`config.mk`:
```
export PLATFORM = sky130hd
export DESIGN_NAME = amo_ctrl
export DESIGN_NICKNAME = d
export VERILOG_FILES = /design/src/sv/amo_pkg.sv /design/src/sv/amo_ctrl.sv
export VERILOG_INCLUDE_DIRS = /design/src /design/src/sv
export SDC_FILE = /design/constraint.sdc
export NUM_CORES = 1
export LEC_CHECK = 0
export BUFFER_PORTS_ARGS = -buffer_cell sky130_fd_sc_hd__buf_2
export CORE_ASPECT_RATIO = 0.8
export CORE_MARGIN = 2
export CORE_UTILIZATION = 30
export CTS_BUF_LIST = sky130_fd_sc_hd__clkbuf_16
export CTS_CLUSTER_DIAMETER = 100
export CTS_CLUSTER_SIZE = 25
export DETAILED_ROUTE_END_ITERATION = 10
export GPL_TIMING_DRIVEN = 0
export PLACE_DENSITY = 0.51
export SLEW_MARGIN = 0
export SYNTH_ARGS = -nofsm -noshare
export SYNTH_HDL_FRONTEND = slang
export SYNTH_SLANG_ARGS = --single-unit
export TNS_END_PERCENT = 50
```
`constraint.sdc`:
```
create_clock -name i_clk -period 1.85 [get_ports i_clk]
set_input_delay 0.4625 -clock i_clk [delete_from_list [all_inputs] [get_ports i_clk]]
set_output_delay 0.4625 -clock i_clk [all_outputs]
set_load 0.05 [all_outputs]
```
`src/sv/atomic_memory_op_unit_top_defines.svh`:
```
// Assertion macros shared by the atomic memory operation unit.
// Used by the controller and datapath; expects i_clk and i_rst_n in scope.
`ifndef ATOMIC_MEMORY_OP_UNIT_TOP_DEFINES_SVH
`define ATOMIC_MEMORY_OP_UNIT_TOP_DEFINES_SVH

// Checked on every clock edge, off while reset is held.
`define AMO_ASSERT(lbl, prop, msg) \
    lbl: assert property (@(posedge i_clk) disable iff (!i_rst_n) prop) else $error(msg);

// Checked on every clock edge, reset included.
`define AMO_ASSERT_ALWAYS(lbl, prop, msg) \
    lbl: assert property (@(posedge i_clk) prop) else $error(msg);

`endif

```
`src/sv/amo_pkg.sv`:
```
// Shared types, constants and helper functions of the atomic memory operation unit.
// No dependencies.
package amo_pkg;

    // Memory geometry
    localparam int MEM_WORDS   = 256;
    localparam int AMO_IDX_W   = (MEM_WORDS > 1) ? $clog2(MEM_WORDS) : 1;
    localparam int AMO_ADDR_W  = 11;
    localparam int AMO_WSEL_W  = AMO_ADDR_W - 3;          // word field of a byte address
    localparam int AMO_WSEL_N  = 1 << AMO_WSEL_W;
    localparam int AMO_DATA_W  = 64;

    // Operation codes
    typedef enum logic [3:0] {
        CMD_LOAD  = 4'd0,
        CMD_STORE = 4'd1,
        CMD_XCHG  = 4'd2,
        CMD_ADD   = 4'd3,
        CMD_SUB   = 4'd4,
        CMD_OR    = 4'd5,
        CMD_XOR   = 4'd6,
        CMD_AND   = 4'd7,
        CMD_NAND  = 4'd8,
        CMD_CAS   = 4'd9
    } t_amo_op;

    // Access size codes (log2 of bytes)
    typedef enum logic [1:0] {
        SZ_1B = 2'd0,
        SZ_2B = 2'd1,
        SZ_4B = 2'd2,
        SZ_8B = 2'd3
    } t_amo_size;

    // Controller to datapath commands
    typedef struct packed {
        logic                 capture;   // latch request, launch RAM read
        logic                 exec;      // modify, write back, load result
        logic                 clr_en;    // clearing pass write
        logic [AMO_IDX_W-1:0] clr_idx;
    } t_amo_ctl;

    // Word field of the address folded into the memory depth
    typedef logic [AMO_WSEL_N-1:0][AMO_IDX_W-1:0] t_idx_tbl;

    function automatic t_idx_tbl f_idx_table();
        t_idx_tbl tbl;
        for (int i = 0; i < AMO_WSEL_N; i++) begin
            tbl[i] = AMO_IDX_W'(i % MEM_WORDS);
        end
        return tbl;
    endfunction

    localparam t_idx_tbl IDX_TBL = f_idx_table();

    // Lane mask for an access size
    function automatic logic [AMO_DATA_W-1:0] f_lane_mask(input logic [1:0] size);
        logic [AMO_DATA_W-1:0] m;
        case (size)
            SZ_1B:   m = 64'h0000_0000_0000_00FF;
            SZ_2B:   m = 64'h0000_0000_0000_FFFF;
            SZ_4B:   m = 64'h0000_0000_FFFF_FFFF;
            default: m = 64'hFFFF_FFFF_FFFF_FFFF;
        endcase
        return m;
    endfunction

    // Address not a multiple of the access size
    function automatic logic f_misaligned(input logic [2:0] low, input logic [1:0] size);
        logic bad;
        case (size)
            SZ_1B:   bad = 1'b0;
            SZ_2B:   bad = low[0];
            SZ_4B:   bad = |low[1:0];
            default: bad = |low;
        endcase
        return bad;
    endfunction

endpackage

```
`src/sv/amo_ctrl.sv`:
```
// Controller of the atomic memory operation unit: clearing pass, request
// sequencing and result valid. Uses amo_pkg.
`include "atomic_memory_op_unit_top_defines.svh"

module amo_ctrl (
    input  logic              i_clk,
    input  logic              i_rst_n,
    input  logic              i_in_valid,
    output logic              o_in_ready,
    output logic              o_out_valid,
    input  logic              i_out_ready,
    output amo_pkg::t_amo_ctl o_ctl
);
    import amo_pkg::*;

    typedef enum logic [1:0] {
        ST_CLEAR,
        ST_IDLE,
        ST_EXEC
    } t_state;

    t_state               r_state;
    logic [AMO_IDX_W-1:0] r_clr_idx;
    logic                 r_out_valid;

    logic capture;
    logic exec;
    logic out_take;

    // Handshake decode
    assign capture  = (r_state == ST_IDLE) && i_in_valid;
    assign exec     = (r_state == ST_EXEC) && (!r_out_valid || i_out_ready);
    assign out_take = r_out_valid && i_out_ready;

    // State and registered outputs
    always_ff @(posedge i_clk) begin
        if (!i_rst_n) begin
            r_state     <= ST_CLEAR;
            r_clr_idx   <= '0;
            r_out_valid <= 1'b0;
        end else begin
            case (r_state)
                ST_CLEAR: begin
                    r_clr_idx <= r_clr_idx + 1'b1;
                    if (r_clr_idx == AMO_IDX_W'(MEM_WORDS - 1)) begin
                        r_state <= ST_IDLE;
                    end
                end
                ST_IDLE: begin
                    if (capture) begin
                        r_state <= ST_EXEC;
                    end
                end
                ST_EXEC: begin
                    if (exec) begin
                        r_state <= ST_IDLE;
                    end
                end
                default: r_state <= ST_CLEAR;
            endcase

            if (exec) begin
                r_out_valid <= 1'b1;
            end else if (out_take) begin
                r_out_valid <= 1'b0;
            end
        end
    end

    assign o_in_ready    = (r_state == ST_IDLE);
    assign o_out_valid   = r_out_valid;
    assign o_ctl.capture = capture;
    assign o_ctl.exec    = exec;
    assign o_ctl.clr_en  = (r_state == ST_CLEAR);
    assign o_ctl.clr_idx = r_clr_idx;

    // Every accepted item is executed on the following cycle or held for it
    `AMO_ASSERT(a_capture_to_exec, capture |=> (r_state == ST_EXEC), "accepted item not executed")
    // A result is produced only when the output register is free or draining
    `AMO_ASSERT(a_exec_no_overwrite, exec |-> (!r_out_valid || i_out_ready), "result overwritten")
    // Executing always leaves a valid result behind
    `AMO_ASSERT(a_exec_sets_valid, exec |=> r_out_valid, "result lost after execute")
    // No request work while the memory is being cleared
    `AMO_ASSERT_ALWAYS(a_clear_quiet, o_ctl.clr_en |-> (!capture && !exec), "request during clear")

endmodule

```
==> results_dict.tcl <==
set metrics [dict create \
    fin_util_pct 43.9 \
    synth_top_cell_by_area "dfxtp_1" \
    drt-initial-drc-count 11 \
    grt_pass1_wl_um 1770 \
    ios 17 \
    post_cts_resize_count 1 \
    timing.final.crit_period_ns 1.76 \
    synth_top_area_share_pct 41.7 \
    cp-start-kind "flip-flop" \
    place_ws_ns 0.259 \
    arrival_ns 1.30 \
    cp_common_cell "buf_6" \
    gp_congestion 0.733 \
    root_buffer "clkbuf_16" \
    yosys-top-cells-area "dfxtp_1, a21oi_1, o31ai_1" \
    avgSynthCellArea_um2 8.66 \
    rows 13 \
    wl_um 1120 \
    maxCapViolations 0 \
    fp.dieW_um 50.9 \
    vias 492 \
    crit_path_end_kind "output port" \
    hold_buffers 0 \
    vias_per_cell 4.78 \
    post_drt_wl_per_cell_um 10.9 \
    grt_max_degree 11 \
    areaGrowthSynthToFinish_pct 36.7 \
    path_cells "or2_4, buf_6, inv_1, buf_6" \
    worstPathMaxFanout 10 \
    ys_warn_count 0 \
    core-area_um2 1640 \
    placed_cells 99 \
    cts.sink_count 11 \
    drive_gt1_share_pct 30.9 \
    antenna_left 0 \
    die_y_um 41.5 \
    grt_usage_pct 11.8 \
    power_leakage_nw 0.311 \
    finClkSkew_ns 0.000760 \
    final_cell_area_um2 722 \
    synth_cells 61 \
    placed_area_um2 636 \
    vdd_drop_max_mv 0.663 \
    worstSetupPathType "flip-flop to output port" \
    synth_nets 66 \
    power.total_mw 0.681 \
    port_buffers 16 \
    post-cts-setup-buffers 0 \
    grt_overflow 0 \
    crit_path_top_delay_cell "dfxtp_1" \
    setup_viol 0 \
    slowest_delay_ns 0.34 \
    status "completed" \
    grt_antenna_before_repair 0 \
    numCtsBuffers 3 \
    antennaDiodeCount 0 \
    h-tree-depth 1 \
    worstMarginPinSlew_ns 0.277 \
    cp_data_required_time_ns 1.39 \
    holdWs_ns 0.469 \
    cts.path.max_buffers 2 \
    synth-seq-cells 11 \
    clk_pin_slew_ns 0.04 \
    drt_pass1_iterations 4 \
    layout.nets 87 \
    ys_types 25 \
    max_freq_mhz 568 \
    instances_no_fill 103 \
    cts_tree "yes" \
    final_max_slew_viol_count 0 \
    dp_hpwl_um 800 \
    die_area_um2 2110 \
    nFillCells 164 \
    syn_area_um2 528 \
    grt_pass1_vias 402 \
    initial_utilization_pct 32.1 \
    clock_latency_ns 0.24 \
    finalWorstSetupSlack_ns 0.0886 \
    rsz0062_at_grt "false" \
    drc 0 \
    tns_ns 0 \
    power_density_nw_per_um2 944 \
    yosysSeqAreaShare_pct 41.7 \
    hold_violations 0 \
    slew_headroom_pct 81.4 \
    holdCritPathClass "primary input to flip-flop" \
    period_share_pct 95.2 \
]
## synthesized netlist by cell type
cell type  number
or3_1           1
dfxtp_1        11
nand2_1         4
a21oi_1         8
nand3_1         3
nor2_1          5
o211a_1         1
nand4_1         1
and2b_2         1
clkinv_1        1
xnor2_1         2
o21a_1          1
o21ai_0         2
nand2b_1        1
or2b_1          1
o31ai_1         4
or4_1           4
buf_6           1
and2_1          1
buf_4           2
or2_4           1
ha_1            1
nor2b_1         1
nor3b_1         1
inv_1           2
## state kept, by name, indices dropped and copies added (netlist names)
register     count
r_clr_idx        8
r_state          2
o_out_valid      1
## cells in the final DEF (no fill, tap or decap)
master,count
nand2b_1,1
xnor2_1,2
nand2_1,4
buf_2,15
nand4_1,1
clkinv_1,1
dfxtp_1,10
clkbuf_16,3
o31ai_1,4
nor3b_1,1
nor2b_1,1
or2b_1,1
o21a_1,1
buf_4,2
or4_1,4
or2_4,1
buf_6,2
nor2_1,5
and2_1,1
inv_1,3
or3_1,1
ha_1,1
a21oi_1,8
o211a_1,1
nand3_1,3
dfxtp_2,1
and2b_2,1
o21ai_0,2
## power breakdown
| group | leakage (nW) | total, mW | internal [mW] | switching, mW |
|---|---|---|---|---|
| logic | 0.179 | 0.0453 | 0.0132 | 0.0321 |
| clock network | 0.0423 | 0.385 | 0.283 | 0.102 |
| registers | 0.0897 | 0.251 | 0.244 | 0.00672 |
| total | 0.311 | 0.681 | 0.540 | 0.141 |
## worst paths after layout
kind                                    end  depth (start not counted)  slack, ns                 startpoint
setup / recovery                   o_ctl[8]                          4       0.09    r_state[0]$_SDFFE_PN0P_
hold / removal      r_state[1]$_SDFFE_PN0P_                          2       0.47                    i_rst_n
setup reg to reg  r_clr_idx[7]$_SDFFE_PN0P_                          4       0.40    r_state[0]$_SDFFE_PN0P_
hold reg to reg   r_clr_idx[7]$_SDFFE_PN0P_                          2       0.49  r_clr_idx[7]$_SDFFE_PN0P_
## logic make-up (layout without fill, tap and decap cells)
logic type / Yosys count / count (layout) / synth area share, %
XOR/XNOR: 2 / 2 / 3.32
flip-flops: 11 / 11 / 41.7
AO/OA/AOI/OAI: 16 / 16 / 18.5
adder cells (fa/ha/maj): 1 / 1 / 2.37
buffers and inverters: 6 / 26 / 7.11
AND/OR/NAND/NOR: 25 / 25 / 27.0
## critical path: cells and delay by family, from the launching register on
family,cells,cell delay [ns]
buffers and inverters,3,0.46
DFF,1,0.34
and+or+nand+nor,1,0.25
## final cells by class
type	count	area, µm²	share of cell area [%]
Multi-Input combinational cell	44	270	37.4
Sequential cell	11	221	30.7
Timing Repair Buffer	16	86.3	12.0
Clock buffer	3	75.1	10.4
Tap cell	22	27.5	3.81
Buffer	3	26.3	3.64
Inverter	3	11.3	1.56
Clock inverter	1	3.75	0.520
## layer usage
metal  global-route usage [%]  share of wire [%]
met1                     16.0                 50
met4                     4.86                1.5
met3                     6.47                6.2
met2                     15.3                 42
met5                        0                  0
Power figures use the tool's default switching activity.
